### src/sv/pairwise_l1_distance_histogram_assert.svh
// Assertion helpers used by pldh_back.
`ifndef PAIRWISE_L1_DISTANCE_HISTOGRAM_ASSERT_SVH
`define PAIRWISE_L1_DISTANCE_HISTOGRAM_ASSERT_SVH

// Same-cycle implication, off while in reset.
`define PLDH_ASSERT_NOW(lbl, clk, rst_n, ante, cons, msg) \
  lbl: assert property (@(posedge clk) disable iff (!rst_n) (ante) |-> (cons)) \
    else $error(msg);

// Next-cycle implication, off while in reset.
`define PLDH_ASSERT_NEXT(lbl, clk, rst_n, ante, cons, msg) \
  lbl: assert property (@(posedge clk) disable iff (!rst_n) (ante) |=> (cons)) \
    else $error(msg);

`endif

### src/sv/pldh_pkg.sv
`default_nettype none
package pldh_pkg;

  localparam int FIELD_W     = 5;
  localparam int FIELD_COUNT = 20;
  localparam int WORD_W      = 50;
  localparam int GROUP_SIZE  = 4;
  localparam int GROUPS      = FIELD_COUNT / GROUP_SIZE;
  localparam int GROUP_SUM_W = 7;   // 4 * 31 fits
  localparam int SUM_W       = 10;  // 20 * 31 fits
  localparam int DIST_W      = 9;
  localparam int BINS        = 512;
  localparam int BIN_W       = $clog2(BINS);
  localparam int EXPERIMENTS = 4;
  localparam int EXP_W       = $clog2(EXPERIMENTS);
  localparam int COUNT_W     = 48;
  localparam int BANK_W      = 2 * COUNT_W;

  localparam int IN_TDATA_W  = 216;
  localparam int OUT_TDATA_W = 136;
  localparam int OUT_PAD_W   = OUT_TDATA_W - 4 * DIST_W - 2 * COUNT_W;

  // in_tdata field offsets
  localparam int IN_FL_LSB = 0;
  localparam int IN_FH_LSB = IN_FL_LSB + WORD_W;
  localparam int IN_SL_LSB = IN_FH_LSB + WORD_W;
  localparam int IN_SH_LSB = IN_SL_LSB + WORD_W;
  localparam int IN_SE_BIT = IN_SH_LSB + WORD_W;
  localparam int IN_RP_LSB = IN_SE_BIT + 1;
  localparam int IN_RD_LSB = IN_RP_LSB + EXP_W;

  localparam int QUEUE_DEPTH = 2;
  localparam int QPTR_W      = $clog2(QUEUE_DEPTH);
  localparam int QCNT_W      = $clog2(QUEUE_DEPTH + 1);

  typedef enum logic {
    CMD_COMPARE = 1'b0,
    CMD_READ    = 1'b1
  } cmd_e_t;

  typedef enum logic [1:0] {
    ST_CLEAR,
    ST_IDLE,
    ST_LOOK
  } back_state_t;

  typedef struct packed {
    cmd_e_t                              cmd;
    logic [EXPERIMENTS-1:0][DIST_W-1:0]  tap_dist;
    logic                                same_entity;
    logic [EXP_W-1:0]                    read_prefix;
    logic [BIN_W-1:0]                    read_distance;
  } item_t;

  typedef struct packed {
    logic clearing;
  } back_status_t;

  function automatic logic [DIST_W-1:0] sat_dist(input logic [SUM_W-1:0] s);
    return (s > SUM_W'(BINS - 1)) ? DIST_W'(BINS - 1) : s[DIST_W-1:0];
  endfunction

  function automatic logic [COUNT_W-1:0] bump_count(input logic [COUNT_W-1:0] c);
    return (&c) ? c : c + COUNT_W'(1);
  endfunction

endpackage
`default_nettype wire

### src/sv/pldh_front.sv
`default_nettype none
module pldh_front (
  input  wire logic [pldh_pkg::IN_TDATA_W-1:0] in_tdata,
  input  wire logic [0:0]                      in_tuser,
  output pldh_pkg::item_t                      item
);

  logic [pldh_pkg::FIELD_COUNT-1:0][pldh_pkg::FIELD_W-1:0]     fa;
  logic [pldh_pkg::FIELD_COUNT-1:0][pldh_pkg::FIELD_W-1:0]     fb;
  logic [pldh_pkg::FIELD_COUNT-1:0][pldh_pkg::FIELD_W-1:0]     diff;
  logic [pldh_pkg::GROUPS-1:0][pldh_pkg::GROUP_SUM_W-1:0]      grp;
  logic [pldh_pkg::SUM_W-1:0] s4, s8, s16, s20;

  assign fa = {in_tdata[pldh_pkg::IN_FH_LSB +: pldh_pkg::WORD_W],
               in_tdata[pldh_pkg::IN_FL_LSB +: pldh_pkg::WORD_W]};
  assign fb = {in_tdata[pldh_pkg::IN_SH_LSB +: pldh_pkg::WORD_W],
               in_tdata[pldh_pkg::IN_SL_LSB +: pldh_pkg::WORD_W]};

  always_comb begin
    for (int i = 0; i < pldh_pkg::FIELD_COUNT; i++) begin
      diff[i] = (fa[i] > fb[i]) ? (fa[i] - fb[i]) : (fb[i] - fa[i]);
    end
    for (int g = 0; g < pldh_pkg::GROUPS; g++) begin
      grp[g] = pldh_pkg::GROUP_SUM_W'(diff[4*g])   + pldh_pkg::GROUP_SUM_W'(diff[4*g+1])
             + pldh_pkg::GROUP_SUM_W'(diff[4*g+2]) + pldh_pkg::GROUP_SUM_W'(diff[4*g+3]);
    end
  end

  // taps after fields 4, 8, 16, 20
  assign s4  = pldh_pkg::SUM_W'(grp[0]);
  assign s8  = s4 + pldh_pkg::SUM_W'(grp[1]);
  assign s16 = s8 + pldh_pkg::SUM_W'(grp[2]) + pldh_pkg::SUM_W'(grp[3]);
  assign s20 = s16 + pldh_pkg::SUM_W'(grp[4]);

  always_comb begin
    item.cmd           = pldh_pkg::cmd_e_t'(in_tuser[0]);
    item.tap_dist[0]   = pldh_pkg::sat_dist(s4);
    item.tap_dist[1]   = pldh_pkg::sat_dist(s8);
    item.tap_dist[2]   = pldh_pkg::sat_dist(s16);
    item.tap_dist[3]   = pldh_pkg::sat_dist(s20);
    item.same_entity   = in_tdata[pldh_pkg::IN_SE_BIT];
    item.read_prefix   = in_tdata[pldh_pkg::IN_RP_LSB +: pldh_pkg::EXP_W];
    item.read_distance = in_tdata[pldh_pkg::IN_RD_LSB +: pldh_pkg::BIN_W];
  end

endmodule
`default_nettype wire

### config.mk
export PLATFORM = sky130hd
export DESIGN_NAME = pldh_front
export DESIGN_NICKNAME = d
export VERILOG_FILES = /design/src/sv/pairwise_l1_distance_histogram_assert.svh /design/src/sv/pldh_pkg.sv /design/src/sv/pldh_front.sv
export SDC_FILE = /design/constraint.sdc
export NUM_CORES = 1
export LEC_CHECK = 0
export BUFFER_PORTS_ARGS = -buffer_cell sky130_fd_sc_hd__buf_2
export CAP_MARGIN = 10
export CORE_MARGIN = 2
export CORE_UTILIZATION = 30
export DETAILED_ROUTE_END_ITERATION = 16
export PLACE_DENSITY = 0.57
export REMOVE_ABC_BUFFERS = 1
export SLEW_MARGIN = 25
export SYNTH_ARGS = -nofsm -noshare
export SYNTH_HDL_FRONTEND = slang
export SYNTH_SLANG_ARGS = --single-unit
### constraint.sdc
create_clock -name vclk -period 26.7
set_input_delay 6.675 -clock vclk [all_inputs]
set_output_delay 6.675 -clock vclk [all_outputs]
set_load 0.01 [all_outputs]
==> results of run 1 <==
final cells by class:
| type | count | area [sq um] | share of cell area |
|---|---|---|---|
| Tap cell | 448 | 560.5 | 0.04766 |
| Inverter | 314 | 1179 | 0.1002 |
| Antenna cell | 1 | 2.502 | 0.0002128 |
| Timing Repair Buffer | 233 | 1166 | 0.09915 |
| Multi-Input combinational cell | 862 | 8853 | 0.7528 |
per-layer routing:
metal	GRT usage	vias up	wire, um
met2	0.2482	196	11640
met1	0.1700	3763	10400
met5	0	-	25
met4	0.004543	4	94
met3	0.02246	12	1523
li1	-	4259	-
cells by family (layout without fill, tap and decap cells):
kind of cell               after synthesis  after routing
muxes                                   89             89
adders and majority gates              334            334
other                                    1              4
AOI/OAI and AO/OA                      233            233
xor gates and xnor gates                76             76
buffers and inverters                  332            547
and+or+nand+nor                        127            127
synth_stat cells, types with 3 or more instances:
master	count	share of area
o21ai_1	10	0.0049
o22ai_1	10	0.0062
nand2_2	4	0.0025
a21oi_1	73	0.036
xnor2_1	43	0.037
a211oi_1	3	0.0022
nor2_1	43	0.016
xor2_1	33	0.028
inv_1	314	0.12
nor2b_1	22	0.014
a21o_1	65	0.048
fa_1	112	0.22
a21oi_2	19	0.016
o21bai_1	4	0.0030
nand2b_1	8	0.0049
nand2b_2	3	0.0026
o21a_1	20	0.015
o21ai_0	17	0.0084
nand3_1	4	0.0020
nand2_1	6	0.0022
and3_1	3	0.0018
ha_1	222	0.27
buf_4	16	0.012
mux2_2	17	0.019
nand4_1	19	0.012
mux2i_1	72	0.071
critical path: cells and delay by family:
kind	cells	cell delay, ns
multiplexers	1	0.40
buffers and inverters	9	0.72
AND/OR/NAND/NOR	6	1.22
XOR/XNOR	2	0.42
AO/OA/AOI/OAI	6	1.20
adder cells (fa/ha/maj)	15	6.39
final timing paths:
path,startpoint,endpoint,slack [ns],depth (start not counted)
worst min-delay path,in_tuser,item[48],13.35,0
worst max-delay path,in_tdata[6],item[40],2.93,39
stage by stage:
| step | cell area (sq um) | std cells |
|---|---|---|
| 2_1_floorplan | 10030 | 1176 |
| 3_3_place_gp | 11760 | 1857 |
| 3_5_place_dp | 11760 | 1857 |
| 4_1_cts | 11760 | 1857 |
| 5_1_grt | 11760 | 1857 |
| 6_report | 11760 | 1858 |
==> impl_results.md, run 1 <==
- Status: finished clean
- Ys Warns: 0
- Fillers: 3538
- DIE WIDTH: 188.1 um
- DR DRC count: 0
- Worst hold slack: 13.35 ns
- Die Span Y: 188.1 um
- RSZ-0062 raised after global routing: no
- Most common cell after layout, fill and taps aside: inv_1
- Resized cells post-CTS: 0
- Minimum clock period: 23.77 ns
- Synthesized cell area: 0.01017 sq mm
- Die ar.: 0.03539 sq mm
- Share of post-route cells with drive strength above 1: 0.2037
- Max-slew violations: 0
- Max Clock Freq: 42.08 MHz
- Clock buffer count: 0
- Adder-Cell Fraction of Synth Area: 0.4936
- Critical Path Slowest Stage Cell: fa_1
- Final HPWL DP: 22.44 mm
- Register area: 0 sq um
- DR pass1 iterations: 5
- I/O pin cnt: 266
- CORE AREA: 0.03345 sq mm
- Post-Synth Simple-Gate Area: 0.06828
- Grt ovf: 0
- Max incr delay on CP: 0.56 ns
- Compound-cell area share of the yosys netlist: 0.1524
- CP startpoint kind: primary input
- Post-CTS Setup Repair Bufs: 0
- Kind of end point of the critical path: primary output
- Reported max-cap violation count: 0
- Final hold viol count: 0
- Routed wire per std cell: 12.74 um
- Crit share post-route: 0.8901
- Vias: 8234
- Cts hold-fix bufs: 0
- Area Growth Syn to Fin: 15.65%
- PortBufs: 233
- FFs & Latches: 0
- Antenna Violating Nets Remaining: 0
- Row count: 67
- Setup ws final: 2.934 ns
- Worst EP required: 20.02 ns
- Synth cell types: 52
- Overall Global Routing Usage: 0.1338
- Gate Count Post-Synth: 1192
- Routed wire length: 23.68 mm
- Final core utilization: 0.3516
- Initial Utilization: 0.3040
- GP Congestion: 0.8424
- Most used cell, CP: fa_1
- Starting DRT DRC Count: 186
- Vias in the first global route: 8540
- First-pass GRT wire length: 39.83 mm
- Initial antenna violation count: 3
- Final #Nets: 1962
- Max Fanout on Critical Path: 7
- Crit Path Class: primary input to primary output
- Main combinational cell family by area after synthesis: adder cells
- Largest net degree at the start of global routing: 10
- Mux contribution to synthesized area: 0.08969
- # setup viols final: 0
- DP Worst Slack: 2.814 ns
- Seq/Total Area, Yosys: 0
- Worst EP arrival: 17.09 ns
- Vias per cell: 4.432
- Tightest Hold Check Type: primary input to primary output
- Syn Area/Cell: 8.532 sq um
- Post-synthesis xor/xnor area fraction: 0.06545
- Final setup TNS: 0 ns
- Most frequent cells in the layout: 314 x inv_1, 233 x buf_2, 222 x ha_1
Power of run 1 is left out: the tool's default activity adds up to more than one toggle a clock period on the data nets, which glitch-free logic cannot reach.
==> run 2: changes to the inputs <==
Settings changed: RECOVER_POWER set to 50.
==> impl_results.md, run 2 (synthesis gave the netlist of run 1 again) <==
- Vias: 8238 (+0.049%)
- # setup viols final: 0 (unchanged)
- Max Fanout on Critical Path: 7 (unchanged)
- Initial antenna violation count: 3 (unchanged)
- RSZ-0062 raised after global routing: no
- Post-CTS Setup Repair Bufs: 0 (unchanged)
- Final HPWL DP: 22.44 mm (unchanged)
- Vias per cell: 4.434 (about the same)
- Max Clock Freq: 41.86 MHz (-0.51%)
- Final hold viol count: 0 (unchanged)
- Kind of end point of the critical path: primary output
- Cts hold-fix bufs: 0 (unchanged)
- Critical Path Slowest Stage Cell: fa_1
- Largest net degree at the start of global routing: 10 (unchanged)
- Gr busiest metal: met2
- Setup ws final: 2.811 ns (-0.1229 ns)
- PortBufs: 233 (unchanged)
- Die Span Y: 188.1 um (unchanged)
- Routed wire length: 23.67 mm (about the same)
- Crit share post-route: 0.8947 (+0.004603)
- Clock buffer count: 0 (unchanged)
- Worst EP arrival: 17.21 ns (+0.12 ns)
- Grt ovf: 0 (unchanged)
- Initial Utilization: 0.3040 (unchanged)
- Reported max-cap violation count: 0 (unchanged)
- Routed wire per std cell: 12.74 um (about the same)
- Met3 GRT Util: 0.02246 (unchanged)
- Status: finished clean
- DR DRC count: 0 (unchanged)
- Starting DRT DRC Count: 188 (+1.1%)
- Most used cell, CP: fa_1
- Share of post-route cells with drive strength above 1: 0.1966 (-0.007097)
- GR Layer Usage met1: 0.1700 (unchanged)
- Area Growth Syn to Fin: 15.51%
- DR pass1 iterations: 5 (unchanged)
- Vias in the first global route: 8540 (unchanged)
- Resized cells post-CTS: 0 (unchanged)
- CP startpoint kind: primary input
- Crit Path Class: primary input to primary output
- Final #Nets: 1962 (unchanged)
- Final setup TNS: 0 ns (unchanged)
- Buffers & Inverters on Critical Path: 9 (unchanged)
- Most common cell after layout, fill and taps aside: inv_1
- First-pass GRT wire length: 39.83 mm (unchanged)
- Most frequent cells in the layout: 314 x inv_1, 225 x buf_2, 222 x ha_1
- I/O pin cnt: 266 (unchanged)
- Max-slew violations: 0 (unchanged)
- GP Congestion: 0.8424 (unchanged)
- FFs & Latches: 0 (unchanged)
- GRT met2 Usage: 0.2482 (unchanged)
- Worst EP required: 20.02 ns (about the same)
- Overall Global Routing Usage: 0.1338 (unchanged)
- Tightest Hold Check Type: primary input to primary output
- Row count: 67 (unchanged)
- Top delay family on crit path: adder cells
- Minimum clock period: 23.89 ns (+0.1229 ns)
- Register area: 0 sq um (unchanged)
- DIE WIDTH: 188.1 um (unchanged)
- Antenna Violating Nets Remaining: 0 (unchanged)
- CORE AREA: 0.03345 sq mm (unchanged)
- DP Worst Slack: 2.814 ns (unchanged)
- Max incr delay on CP: 0.56 ns (about the same)
- Die ar.: 0.03539 sq mm (unchanged)
==> run 2: cell count changes in the layout (fill, tap and decap cells not counted), sizes merged <==
cell    before  now
buf        233  225
clkbuf       0    8
==> run 2: layout make-up <==
cell class                      instances  area (sq um)
Multi-Input combinational cell        862          8850
Inverter                              314          1179
Fill cell                            3544         21700
Antenna cell                            1         2.502
Tap cell                              448         560.5
Timing Repair Buffer                  233          1156
==> run 2: final timing paths <==
kind              depth (start not counted)        to   startpoint
hold / removal                            0  item[48]     in_tuser
setup / recovery                         39  item[40]  in_tdata[6]
==> run 2: routing by layer <==
metal,vias up,wire length (um)
met2,196,11640
met3,12,1518
li1,4259,-
met4,4,94
met1,3767,10390
met5,-,25
==> run 2: stage by stage <==
step | cells | area [sq um] | utilization | hold WS (ns)
floorplan | 1176 | 10030 | - | 13.35
global placement | 1857 | 11760 | 0.3516 | 13.35
detailed placement | 1857 | 11760 | 0.3516 | 13.35
CTS | 1857 | 11760 | 0.3516 | 13.35
global route | 1857 | 11750 | 0.3511 | 13.35
finish | 1858 | 11750 | 0.3512 | 13.35
Power of run 2 is left out for the same reason.
