==> config.mk <==
export PLATFORM = sky130hd
export DESIGN_NAME = pldh_queue
export DESIGN_NICKNAME = d
export VERILOG_FILES = /design/src/sv/pairwise_l1_distance_histogram_assert.svh /design/src/sv/pldh_pkg.sv /design/src/sv/pldh_queue.sv
export SDC_FILE = /design/constraint.sdc
export NUM_CORES = 1
export LEC_CHECK = 0
export ABC_AREA = 1
export BUFFER_PORTS_ARGS = -buffer_cell sky130_fd_sc_hd__clkbuf_2
export CAP_MARGIN = 10
export CORE_UTILIZATION = 50
export DETAILED_ROUTE_END_ITERATION = 7
export PLACE_DENSITY = 0.77
export SYNTH_ARGS = -nofsm -noshare
export SYNTH_HDL_FRONTEND = slang
export SYNTH_SLANG_ARGS = --single-unit
export TNS_END_PERCENT = 50
==> constraint.sdc <==
create_clock -name clk -period 5 [get_ports clk]
set_input_delay 0.5 -clock clk [delete_from_list [all_inputs] [get_ports clk]]
set_output_delay 0.5 -clock clk [all_outputs]
set_load 0.05 [all_outputs]
==> src/sv/pairwise_l1_distance_histogram_assert.svh <==
// Assertion helpers used by pldh_back.
`ifndef PAIRWISE_L1_DISTANCE_HISTOGRAM_ASSERT_SVH
`define PAIRWISE_L1_DISTANCE_HISTOGRAM_ASSERT_SVH

// Same-cycle implication, off while in reset.
`define PLDH_ASSERT_NOW(lbl, clk, rst_n, ante, cons, msg) \
  lbl: assert property (@(posedge clk) disable iff (!rst_n) (ante) |-> (cons)) \
    else $error(msg);

// Next-cycle implication, off while in reset.
`define PLDH_ASSERT_NEXT(lbl, clk, rst_n, ante, cons, msg) \
  lbl: assert property (@(posedge clk) disable iff (!rst_n) (ante) |=> (cons)) \
    else $error(msg);

`endif

==> src/sv/pldh_pkg.sv <==
`default_nettype none
package pldh_pkg;

  localparam int FIELD_W     = 5;
  localparam int FIELD_COUNT = 20;
  localparam int WORD_W      = 50;
  localparam int GROUP_SIZE  = 4;
  localparam int GROUPS      = FIELD_COUNT / GROUP_SIZE;
  localparam int GROUP_SUM_W = 7;   // 4 * 31 fits
  localparam int SUM_W       = 10;  // 20 * 31 fits
  localparam int DIST_W      = 9;
  localparam int BINS        = 512;
  localparam int BIN_W       = $clog2(BINS);
  localparam int EXPERIMENTS = 4;
  localparam int EXP_W       = $clog2(EXPERIMENTS);
  localparam int COUNT_W     = 48;
  localparam int BANK_W      = 2 * COUNT_W;

  localparam int IN_TDATA_W  = 216;
  localparam int OUT_TDATA_W = 136;
  localparam int OUT_PAD_W   = OUT_TDATA_W - 4 * DIST_W - 2 * COUNT_W;

  // in_tdata field offsets
  localparam int IN_FL_LSB = 0;
  localparam int IN_FH_LSB = IN_FL_LSB + WORD_W;
  localparam int IN_SL_LSB = IN_FH_LSB + WORD_W;
  localparam int IN_SH_LSB = IN_SL_LSB + WORD_W;
  localparam int IN_SE_BIT = IN_SH_LSB + WORD_W;
  localparam int IN_RP_LSB = IN_SE_BIT + 1;
  localparam int IN_RD_LSB = IN_RP_LSB + EXP_W;

  localparam int QUEUE_DEPTH = 2;
  localparam int QPTR_W      = $clog2(QUEUE_DEPTH);
  localparam int QCNT_W      = $clog2(QUEUE_DEPTH + 1);

  typedef enum logic {
    CMD_COMPARE = 1'b0,
    CMD_READ    = 1'b1
  } cmd_e_t;

  typedef enum logic [1:0] {
    ST_CLEAR,
    ST_IDLE,
    ST_LOOK
  } back_state_t;

  typedef struct packed {
    cmd_e_t                              cmd;
    logic [EXPERIMENTS-1:0][DIST_W-1:0]  tap_dist;
    logic                                same_entity;
    logic [EXP_W-1:0]                    read_prefix;
    logic [BIN_W-1:0]                    read_distance;
  } item_t;

  typedef struct packed {
    logic clearing;
  } back_status_t;

  function automatic logic [DIST_W-1:0] sat_dist(input logic [SUM_W-1:0] s);
    return (s > SUM_W'(BINS - 1)) ? DIST_W'(BINS - 1) : s[DIST_W-1:0];
  endfunction

  function automatic logic [COUNT_W-1:0] bump_count(input logic [COUNT_W-1:0] c);
    return (&c) ? c : c + COUNT_W'(1);
  endfunction

endpackage
`default_nettype wire

==> src/sv/pldh_queue.sv <==
`default_nettype none
module pldh_queue (
  input  wire logic            clk,
  input  wire logic            rst_n,
  input  wire logic            push,
  input  wire pldh_pkg::item_t push_item,
  output logic                 in_ready,
  input  wire logic            pop,
  output logic                 q_valid,
  output pldh_pkg::item_t      q_item
);

  pldh_pkg::item_t              q_mem [pldh_pkg::QUEUE_DEPTH];
  logic [pldh_pkg::QPTR_W-1:0]  wr_ptr_r, wr_ptr_nxt;
  logic [pldh_pkg::QPTR_W-1:0]  rd_ptr_r, rd_ptr_nxt;
  logic [pldh_pkg::QCNT_W-1:0]  count_r, count_nxt;

  assign in_ready = (count_r != pldh_pkg::QCNT_W'(pldh_pkg::QUEUE_DEPTH));
  assign q_valid  = (count_r != '0);
  assign q_item   = q_mem[rd_ptr_r];

  always_comb begin
    wr_ptr_nxt = push ? wr_ptr_r + pldh_pkg::QPTR_W'(1) : wr_ptr_r;
    rd_ptr_nxt = pop  ? rd_ptr_r + pldh_pkg::QPTR_W'(1) : rd_ptr_r;
    count_nxt  = count_r;
    if (push && !pop) begin
      count_nxt = count_r + pldh_pkg::QCNT_W'(1);
    end else if (pop && !push) begin
      count_nxt = count_r - pldh_pkg::QCNT_W'(1);
    end
  end

  always_ff @(posedge clk) begin
    if (!rst_n) begin
      wr_ptr_r <= '0;
      rd_ptr_r <= '0;
      count_r  <= '0;
    end else begin
      wr_ptr_r <= wr_ptr_nxt;
      rd_ptr_r <= rd_ptr_nxt;
      count_r  <= count_nxt;
    end
  end

  always_ff @(posedge clk) begin
    if (push) begin
      q_mem[wr_ptr_r] <= push_item;
    end
  end

endmodule
`default_nettype wire

==> results of run 1 <==
## cells in the mapped netlist (all sizes together)
cell type  number
nand3           1
nand2          10
nor2            7
o21ai           1
edfxtp         98
nand4           1
ha              1
a21oi           1
inv             8
buf             5
mux2           49
dfxtp           5
## routing by layer
layer,GRT usage (%),up-vias
met5,0,-
met4,6.926,0
met3,5.817,7
met2,25.75,72
met1,19.18,927
li1,-,934
## state kept, by name, indices dropped and copies added, names as in the netlist, named ones only
register / count
rd_ptr_r: 1
q_mem: 98
count_r: 2
wr_ptr_r: 1
## through the flow
step / setup WS (ns) / utilization (%) / hold WS (ns) / area (um^2)
finish: 2.302 / 63.01 / 0.3273 / 4594
global route: 2.167 / 63.01 / 0.3012 / 4594
detailed placement: 2.651 / 60.66 / 0.4907 / 4423
global placement: 2.671 / 60.66 / 0.4773 / 4423
floorplan: 1.945 / - / 0.4635 / 3809
CTS: 2.249 / 63.01 / 0.3113 / 4594
## worst max-delay path, cell delays in order (launching register included)
cell and delay (ns):
dfxtp_2 0.72, buf_4 0.46, mux2_2 0.39, clkbuf_2 0.24
## area by class of cell
type	instances	share of cell area (%)
clock buffer	9	2.696
clock inverter	7	1.035
inverter	8	0.6536
multi-input combinational	71	15.11
sequential	103	66.26
tap	99	2.696
timing repair buffer	105	11.55
## logic make-up (layout without fill, tap and decap cells)
kind of cell / Yosys count / after routing / share of synthesized area [%]
DFF: 103 / 103 / 79.89
muxes: 49 / 49 / 15.47
and+or+nand+nor: 19 / 19 / 1.971
buffers and inverters: 13 / 129 / 2.069
AOI/OAI and AO/OA: 2 / 2 / 0.2626
adders and majority gates: 1 / 1 / 0.3285
## power groups by stage
stage / Sequential [mW] / Combinational, mW / Clock (mW)
4_1_cts: 1.01 / 0.292 / 0.473
5_1_grt: 1.02 / 0.306 / 0.503
3_3_place_gp: 1.03 / 0.288 / 0
6_report: 1.01 / 0.288 / 0.452
2_1_floorplan: 1.03 / 0.226 / 0
3_5_place_dp: 1.03 / 0.291 / 0
## path summary, 6_finish.rpt
path / startpoint / endpoint / slack, ns / cells after the start
worst max-delay path: flop / q_item[10] / 2.30 / 3
worst min-delay path: push_item[28] / q_mem[1][28]$_DFFE_PP_ / 0.33 / 1
worst max register to register: wr_ptr_r$_SDFFE_PN0P_ / q_mem[1][19]$_DFFE_PP_ / 3.33 / 2
worst min register to register: rd_ptr_r$_SDFFE_PN0P_ / rd_ptr_r$_SDFFE_PN0P_ / 0.51 / 2
==> qor.yml, run 1 <==
die:
  ios: 104
  die_x_um: 89.28
  die_area_um2: 7970
  start_util_pct: 52.23
  fp-row-count: 31
  fp.dieH_um: 89.28
  core_um2: 7292
grt:
  grt_use_total_pct: 15.86
  antenna_found_initial: 0
  grt_pass1_vias: 1925
  grt_max_degree: 50
  overflow: 0
  grt_first_pass_wirelength_um: 8873
power_and_ir_drop:
  power_per_cell_area_nw_per_um2: 381.5
  p_comb_share_pct: 16.4
  pwr-share-clk_pct: 25.8
  p_sw_mw: 0.4919
  finalPower_mw: 1.753
  ir_worst_vdd_mv: 0.2197
  swShare_pct: 28.06
  p_seq_share_pct: 57.8
  intPower_mw: 1.261
  leakagePower_nw: 1.802
setup_path:
  criticalPathCategory: "reg -> out"
  cp-end-kind: "primary output"
  critPathMaxFanout: 29
  critPathArrivalTime_ns: 2.20
  start_kind: "flop"
  required_ns: 4.50
detailed_routing:
  wl_um: 6013
  routed.top_layer: "met4"
  wl_per_cell_um: 14.96
  vias_per_cell: 4.826
  wl_met3_um: 424
  dr.pass1.iters: 5
  vias: 1940
  first_iter_violations: 104
  wl_met1_um: 2615
  drc: 0
  wl_met2_um: 2894
  ant_nets: 0
sta:
  fin_crit_ns: 2.698
  finalSetupViolations: 0
  max_freq_ghz: 0.3706
  finClkSkew_ns: 0.005309
  fin_crit_sh_pct: 53.97
  finalHoldViolCount: 0
  worst_slew_pin_slew_ns: 1.058
  max_slew_margin_pct: 29.36
  tns_ns: 0
  rsz0062_at_grt: "no"
  slew_violations: 0
clocking:
  post_cts_resized: 0
  cts.sinks: 103
  clk_latency_ns: 0.36
  cts_tree: "built"
  htreeDepth: 3
  cts.reportedPaths.clkPinSlew_ns: 0.09
  cts_hold_buf: 0
  cts_buffers: 9
  cts_setup_buffers: 0
  clk_path_buf_depth: 2
  cts.root.buffer_cell: "clkbuf_8"
synth:
  syn_avg_cell_area_um2: 20.37
  synth_cell_types: 15
  yosysSeqAreaShare_pct: 79.89
  synth_top_cell_by_area: "edfxtp_1"
  synth_top_area_share_pct: 77.27
  yosysWarnings: 0
  syn_area_um2: 3809
  ys_top_cells_by_area: "edfxtp_1, mux2_2, mux2_4"
  syn_inst: 187
  synth-seq-cells: 103
  syn-num-nets: 241
finish:
  drive_gt1_share_pct: 56.77
  multi_input_area_um2: 694.4
  seq_area_um2: 3044
  instances_no_fill: 402
  mostFrequentLayoutCells: "clkbuf_2, edfxtp_1, mux2_2"
  final_common_cell: "clkbuf_2"
  fillerInstances: 588
  area_growth_pct: 20.63
  diodes: 0
  finalNetCount: 352
outcome:
  outcome: "completed"
place:
  port_buffers: 103
  dpl.hpwl_um: 3975
  dp_cells: 386
  gp_congestion: 0.6590
worst_hold_path:
  hold_class: "in -> reg"
job:
  drv_cap: 0
Note: power is estimated with default switching activity, not from simulation.
==> inputs of run 2 (changes only) <==
--- a/config.mk
+++ b/config.mk
@@ -5,12 +5,12 @@
 export SDC_FILE = /design/constraint.sdc
 export NUM_CORES = 1
 export LEC_CHECK = 0
-export ABC_AREA = 1
+export ABC_AREA = 0
 export BUFFER_PORTS_ARGS = -buffer_cell sky130_fd_sc_hd__clkbuf_2
 export CAP_MARGIN = 10
-export CORE_UTILIZATION = 50
+export CORE_UTILIZATION = 46
 export DETAILED_ROUTE_END_ITERATION = 7
-export PLACE_DENSITY = 0.77
+export PLACE_DENSITY = 0.74
 export SYNTH_ARGS = -nofsm -noshare
 export SYNTH_HDL_FRONTEND = slang
 export SYNTH_SLANG_ARGS = --single-unit
==> constraint.sdc (replaced) <==
create_clock -name clk -period 2.4 [get_ports clk]
set_input_delay 0.24 -clock clk [delete_from_list [all_inputs] [get_ports clk]]
set_output_delay 0.24 -clock clk [all_outputs]
set_load 0.05 [all_outputs]
==> qor.yml, run 2 <==
sta:
  finalSetupViolations: 0  # unchanged
  max_slew_margin_pct: 73.75  # +44 points
  max_freq_ghz: 0.5452
  worst_slew_pin_slew_ns: 0.3938  # -0.6643 ns
  fin_crit_ns: 1.834
  rsz0062_at_grt: "no"
  finClkSkew_ns: 0.007866  # +0.002557 ns
  slew_violations: 0  # unchanged
  finalHoldViolCount: 0  # unchanged
  tns_ns: 0  # unchanged
  fin_crit_sh_pct: 76.42
setup_path:
  critical_path.max_stage_delay_ns: 0.39  # -0.33 ns
  r2r_cells: 2  # unchanged
  critPathMaxFanout: 49  # +69%
  crit_chain: "buf_12 > mux2_2 > clkbuf_2"
  r2r_slack_ns: 1.14  # -2.19 ns
  r2r_start: "wr_ptr_r$_SDFFE_PN0P_"
  critPathArrivalTime_ns: 1.59  # -0.61 ns
  required_ns: 2.16  # -2.34 ns
  crit_family: "buffers and inverters"
  cp-end-kind: "primary output"
  start_kind: "flop"
  criticalPathCategory: "reg -> out"
  r2r-end: "q_mem[1][44]$_DFFE_PP_"
  cp.depth: 3  # unchanged
  path_buf_inv: 2  # unchanged
  crit_slowest_cell: "mux2_2"
clocking:
  htreeDepth: 3  # unchanged
  cts_tree: "built"
  cts.root.buffer_cell: "clkbuf_8"
  cts.sinks: 103  # unchanged
  clk_path_buf_depth: 2  # unchanged
  cts_buffers: 9  # unchanged
  cts_hold_buf: 0  # unchanged
  post_cts_resized: 0  # unchanged
  cts.reportedPaths.clkPinSlew_ns: 0.09  # about the same
  cts_setup_buffers: 0  # unchanged
  clk_latency_ns: 0.34  # -0.02 ns
grt:
  grt_max_degree: 50  # unchanged
  overflow: 0  # unchanged
  grt_pass1_vias: 1970  # +2.3%
  antenna_found_initial: 0  # unchanged
  grt_use_total_pct: 14.70  # -1.2 points
  grt_first_pass_wirelength_um: 9266  # +4.4%
power_and_ir_drop:
  ir_worst_vdd_mv: 0.5447  # +150%
  power_per_cell_area_nw_per_um2: 841.6  # +120%
  leakagePower_nw: 1.764  # -2.1%
place:
  port_buffers: 103  # unchanged
  dpl.hpwl_um: 3884  # -2.3%
  gp_congestion: 0.6827  # +3.6%
synth:
  syn-num-nets: 228  # -5.4%
  synth-seq-cells: 103  # unchanged
  synth_flop_cell: "edfxtp_1"
  ys_top_cells_by_area: "edfxtp_1, mux2_2, dfxtp_1"
  syn_avg_cell_area_um2: 21.56  # +5.8%
  synth_top_area_share_pct: 78.45  # +1.2 points
  synth_cell_types: 17  # +2
  synthTopCellsByCount: "edfxtp_1, mux2_2, dfxtp_1"
  synth_top_cell_by_area: "edfxtp_1"
  async_reset_ff_share_pct: 0  # unchanged
  yosysSeqAreaShare_pct: 81.12  # +1.2 points
  synth_most_common_cell: "edfxtp_1"
  syn_inst: 174  # -7.0%
  syn_area_um2: 3751  # -1.5%
  yosysWarnings: 0  # unchanged
  synth_edf_count: 98  # unchanged
detailed_routing:
  vias_per_cell: 4.775  # -1.1%
  dr.pass1.iters: 3  # -2
  drc: 0  # unchanged
  vias: 1886  # -2.8%
  wl_um: 5996  # -0.28%
  ant_nets: 0  # unchanged
  first_iter_violations: 76  # -27%
  wl_per_cell_um: 15.18  # +1.5%
finish:
  top_regs: "q_mem: 98 flops, count_r: 2 flops"
  diodes: 0  # unchanged
  fin_util_pct: 59.28  # -3.7 points
  area_growth_pct: 23.38
  drive_gt1_share_pct: 59.73  # +3.0 points
  final_common_cell: "clkbuf_2"
  top_register: "q_mem"
  fillerInstances: 635  # +8.0%
  finalNetCount: 342  # -2.8%
  mostFrequentLayoutCells: "clkbuf_2, edfxtp_1, mux2_2"
  largest_reg_flops: 98  # unchanged
die:
  ios: 104  # unchanged
  die_area_um2: 8519  # +6.9%
  fp.dieH_um: 92.30  # +3.4%
  die_x_um: 92.30  # +3.4%
  start_util_pct: 48.04  # -4.2 points
  core_um2: 7807  # +7.1%
  fp-row-count: 32  # +3.2%
worst_hold_path:
  hold_class: "in -> reg"
  min_path_cells: 1  # unchanged
  hold_start: "push_item[0]"
  min_to: "q_mem[1][0]$_DFFE_PP_"
outcome:
  outcome: "completed"
job:
  drv_cap: 0  # unchanged
[run 2: cell count changes after synthesis, moves of 2 or more]
cell,before,now
inv_1,8,1
nand2_1,10,0
buf_4,3,0
and2_1,0,4
xor2_1,0,2
buf_2,0,3
nor2b_1,0,2
mux2_2,39,49
mux2_4,10,0
nor2_1,7,0
[run 2: through the flow]
stage / hold WS, ns / power (mW) / worst slack (ns) / cells / instance area [um^2]
after floorplan: 0.3389 / 2.656 / 0.3655 / 174 / 3754
after global placement: 0.4279 / 2.821 / 0.9321 / 379 / 4417
after detailed placement: 0.4330 / 2.830 / 0.9330 / 379 / 4417
after CTS: 0.06081 / 3.937 / 0.5426 / 395 / 4628
after global routing: 0.04464 / 4.038 / 0.4900 / 395 / 4628
final: 0.07929 / 3.895 / 0.5658 / 395 / 4628
[run 2: kinds of logic after synthesis]
logic type               after synthesis  share of synthesized area [%]
flip-flops                           103                          81.12
multiplexers                          49                          14.71
AO/OA/AOI/OAI                          3                         0.5337
XOR/XNOR                               3                         0.7006
AND/OR/NAND/NOR                        9                          1.501
buffers and inverters                  6                          1.100
adder cells (fa/ha/maj)                1                         0.3335
[run 2: area by class of cell]
| class | count | area [um^2] | area share, % |
|---|---|---|---|
| Clock buffer | 9 | 123.9 | 2.676 |
| Clock inverter | 7 | 87.58 | 1.892 |
| Inverter | 1 | 3.754 | 0.08110 |
| Multi-Input combinational cell | 65 | 675.6 | 14.60 |
| Sequential cell | 103 | 3044 | 65.77 |
| Tap cell | 102 | 127.6 | 2.757 |
| Timing Repair Buffer | 108 | 565.5 | 12.22 |
[run 2: per-layer routing]
layer  wire (um)  track usage (%)
met1        2535            16.72
met2        3051            25.12
met3         364            5.090
met4          44            6.250
met5           0                0
[run 2: worst max path at each step]
stage                           from                    end  slack [ns]
6_report                        flop             q_item[20]        0.57
4_1_cts                         flop             q_item[14]        0.54
3_3_place_gp                    flop             q_item[20]        0.93
5_1_grt                         flop             q_item[20]        0.49
3_5_place_dp                    flop             q_item[14]        0.93
2_1_floorplan  wr_ptr_r$_SDFFE_PN0P_  q_mem[0][0]$_DFFE_PP_        0.37
[run 2: worst register-to-register path: stages, from the launching register on]
cell,delay [ns]
dfxtp_1,0.38
and2_2,0.17
buf_4,0.35
[run 2: power breakdown]
part           internal [mW]  switching (mW)  leakage, nW
logic                  0.201           0.482        0.702
clock network          0.578           0.536        0.100
registers               2.07          0.0267        0.962
==> inputs of run 3 (changes only) <==
--- a/config.mk
+++ b/config.mk
@@ -5,12 +5,12 @@
 export SDC_FILE = /design/constraint.sdc
 export NUM_CORES = 1
 export LEC_CHECK = 0
-export ABC_AREA = 0
+export ABC_AREA = 1
 export BUFFER_PORTS_ARGS = -buffer_cell sky130_fd_sc_hd__clkbuf_2
 export CAP_MARGIN = 10
-export CORE_UTILIZATION = 46
+export CORE_UTILIZATION = 47
 export DETAILED_ROUTE_END_ITERATION = 7
-export PLACE_DENSITY = 0.74
+export PLACE_DENSITY = 0.76
 export SYNTH_ARGS = -nofsm -noshare
 export SYNTH_HDL_FRONTEND = slang
 export SYNTH_SLANG_ARGS = --single-unit
==> constraint.sdc (replaced) <==
create_clock -name clk -period 1.62 [get_ports clk]
set_input_delay 0.162 -clock clk [delete_from_list [all_inputs] [get_ports clk]]
set_output_delay 0.162 -clock clk [all_outputs]
set_load 0.05 [all_outputs]
==> qor.yml, run 3 (same netlist as run 1, synthesis figures left out) <==
clocking:
  clk_path_buf_depth: 2  # unchanged
  cts_tree: "built"
  cts.root.buffer_cell: "clkbuf_8"
  cts.reportedPaths.clkPinSlew_ns: 0.09  # about the same
  cts.sinks: 103  # unchanged
  cts_setup_buffers: 0  # unchanged
  cts_buffers: 9  # unchanged
  htreeDepth: 3  # unchanged
  clk_latency_ns: 0.36  # +0.02 ns
die:
  die_x_um: 92.02  # -0.30%
  fp-row-count: 32  # unchanged
  die_area_um2: 8468  # -0.61%
  core_um2: 7767  # -0.51%
  ios: 104  # unchanged
  start_util_pct: 49.03  # +0.99 points
  fp.dieH_um: 92.02  # -0.30%
detailed_routing:
  first_iter_violations: 98  # +29%
  wl_met2_um: 3970  # +30%
  vias_per_cell: 4.813  # +0.79%
  dr.pass1.iters: 4  # +1
  wl_per_cell_um: 16.29  # +7.3%
  wl_met1_um: 3006  # +19%
  routed.top_layer: "met4"
  vias: 2209  # +17%
  wl_met3_um: 414  # +14%
  drc: 0  # unchanged
  ant_nets: 0  # unchanged
  wl_um: 7479  # +25%
setup_path:
  required_ns: 1.46  # -0.70 ns
  criticalPathCategory: "reg -> out"
  critPathArrivalTime_ns: 1.51  # -0.08 ns
  r2r_start: "wr_ptr_r$_SDFFE_PN0P_"
  critPathMaxFanout: 16  # -67%
  cp-end-kind: "primary output"
  start_kind: "flop"
grt:
  overflow: 0  # unchanged
  grt_first_pass_wirelength_um: 11470  # +24%
  grt_max_degree: 34  # -32%
  grt_use_total_pct: 18.27  # +3.6 points
  grt_pass1_vias: 2352  # +19%
  antenna_found_initial: 0  # unchanged
place:
  port_buffers: 103  # unchanged
  dp_cells: 393  # +3.7%
  dpl.hpwl_um: 4138  # +6.5%
  place_ws_ns: 0.2426  # -0.6904 ns
  gp_congestion: 0.6910  # +1.2%
worst_hold_path:
  hold_start: "rst_n"
  hold_class: "in -> reg"
power_and_ir_drop:
  power_per_cell_area_nw_per_um2: 1047  # +24%
  finalPower_mw: 6.046  # +55%
  leakagePower_nw: 2.291  # +30%
  ir_worst_vdd_mv: 0.5876  # +7.9%
outcome:
  outcome: "finished with violations"
  violations: "negative setup slack"
sta:
  worst_slew_pin_slew_ns: 0.2873  # -0.1065 ns
  slew_violations: 0  # unchanged
  worst_slack_ns: -0.05324  # -0.6190 ns
  max_slew_margin_pct: 80.93  # +7.2 points
  max_freq_ghz: 0.5976
  finClkSkew_ns: 0.01065  # +0.002784 ns
  rsz0062_at_grt: "yes"
  finalSetupViolations: 22  # +22
  tns_ns: -0.6335  # -0.6335 ns
  fin_hold_ws_ns: 0.07223  # -0.007059 ns
  fin_crit_sh_pct: 103.3
  fin_crit_ns: 1.673
  finalHoldViolCount: 0  # unchanged
finish:
  top_register: "q_mem"
  finalNetCount: 406  # +19%
  drive_gt1_share_pct: 49.86  # -9.9 points
  area_growth_pct: 51.61
  diodes: 0  # unchanged
  mostFrequentLayoutCells: "edfxtp_1, clkbuf_2, dlygate4sd3_1"
  top_regs: "q_mem: 98 flops, count_r: 2 flops"
  instances_no_fill: 459  # +16%
  final_common_cell: "edfxtp_1"
  largest_reg_flops: 98  # unchanged
job:
  drv_cap: 0  # unchanged
[run 3: cell types whose count changed in the layout (fill, tap and decap cells not counted), sizes merged, moves of 2 or more]
cell | before | now
xor2 | 2 | 0
inv | 1 | 11
nor2 | 0 | 7
and2 | 4 | 0
buf | 5 | 53
dlygate4sd3 | 0 | 49
nor2b | 2 | 0
nand2 | 0 | 10
clkbuf | 112 | 66
clkinv | 3 | 1
[run 3: critical path, stage by stage (launching register included)]
cell and delay [ns]:
dfxtp_4 0.42, buf_12 0.20, mux2_2 0.36, clkbuf_8 0.18
[run 3: where the power goes]
group | switching, mW | total, mW | internal, mW
Combinational | 0.733 | 1.34 | 0.609
Sequential | 0.0447 | 3.12 | 3.07
Clock | 0.860 | 1.59 | 0.728
Total | 1.64 | 6.05 | 4.41
[run 3: timing repair]
action	in CTS	in global routing
resized for setup	110	57
gates cloned	1	0
endpoints found under the setup margin	49	49
endpoints found under the hold margin	97	0
hold buffers	49	0
[run 3: layout make-up]
| type | count | area [um^2] |
|---|---|---|
| fill | 454 | 1993 |
| clock buffer | 9 | 123.9 |
| multi-input combinational | 71 | 765.7 |
| sequential | 103 | 3047 |
| tap | 102 | 127.6 |
| timing repair buffer | 159 | 1604 |
| inverter | 8 | 30.03 |
| clock inverter | 7 | 76.32 |
[run 3: worst paths after layout]
kind / endpoint / slack, ns / cells after the start
min reg2reg: rd_ptr_r$_SDFFE_PN0P_ / 0.53 / 2
max: q_item[12] / -0.05 / 3
max reg2reg: q_mem[1][47]$_DFFE_PP_ / 0.47 / 3
min: wr_ptr_r$_SDFFE_PN0P_ / 0.07 / 3
[run 3: metal layers]
| layer | up-vias | GRT usage (%) |
|---|---|---|
| met1 | 1077 | 21.10 |
| met3 | 8 | 4.063 |
| met5 | - | 0 |
| met4 | 0 | 6.250 |
| li1 | 1045 | - |
| met2 | 79 | 33.33 |
[run 3: per-stage QoR]
| stage | util (%) | cell area (um^2) |
|---|---|---|
| 2_1_floorplan | - | 3816 |
| 3_3_place_gp | 57.86 | 4494 |
| 3_5_place_dp | 57.86 | 4494 |
| 4_1_cts | 73.10 | 5678 |
| 5_1_grt | 74.34 | 5774 |
| 6_report | 74.34 | 5774 |
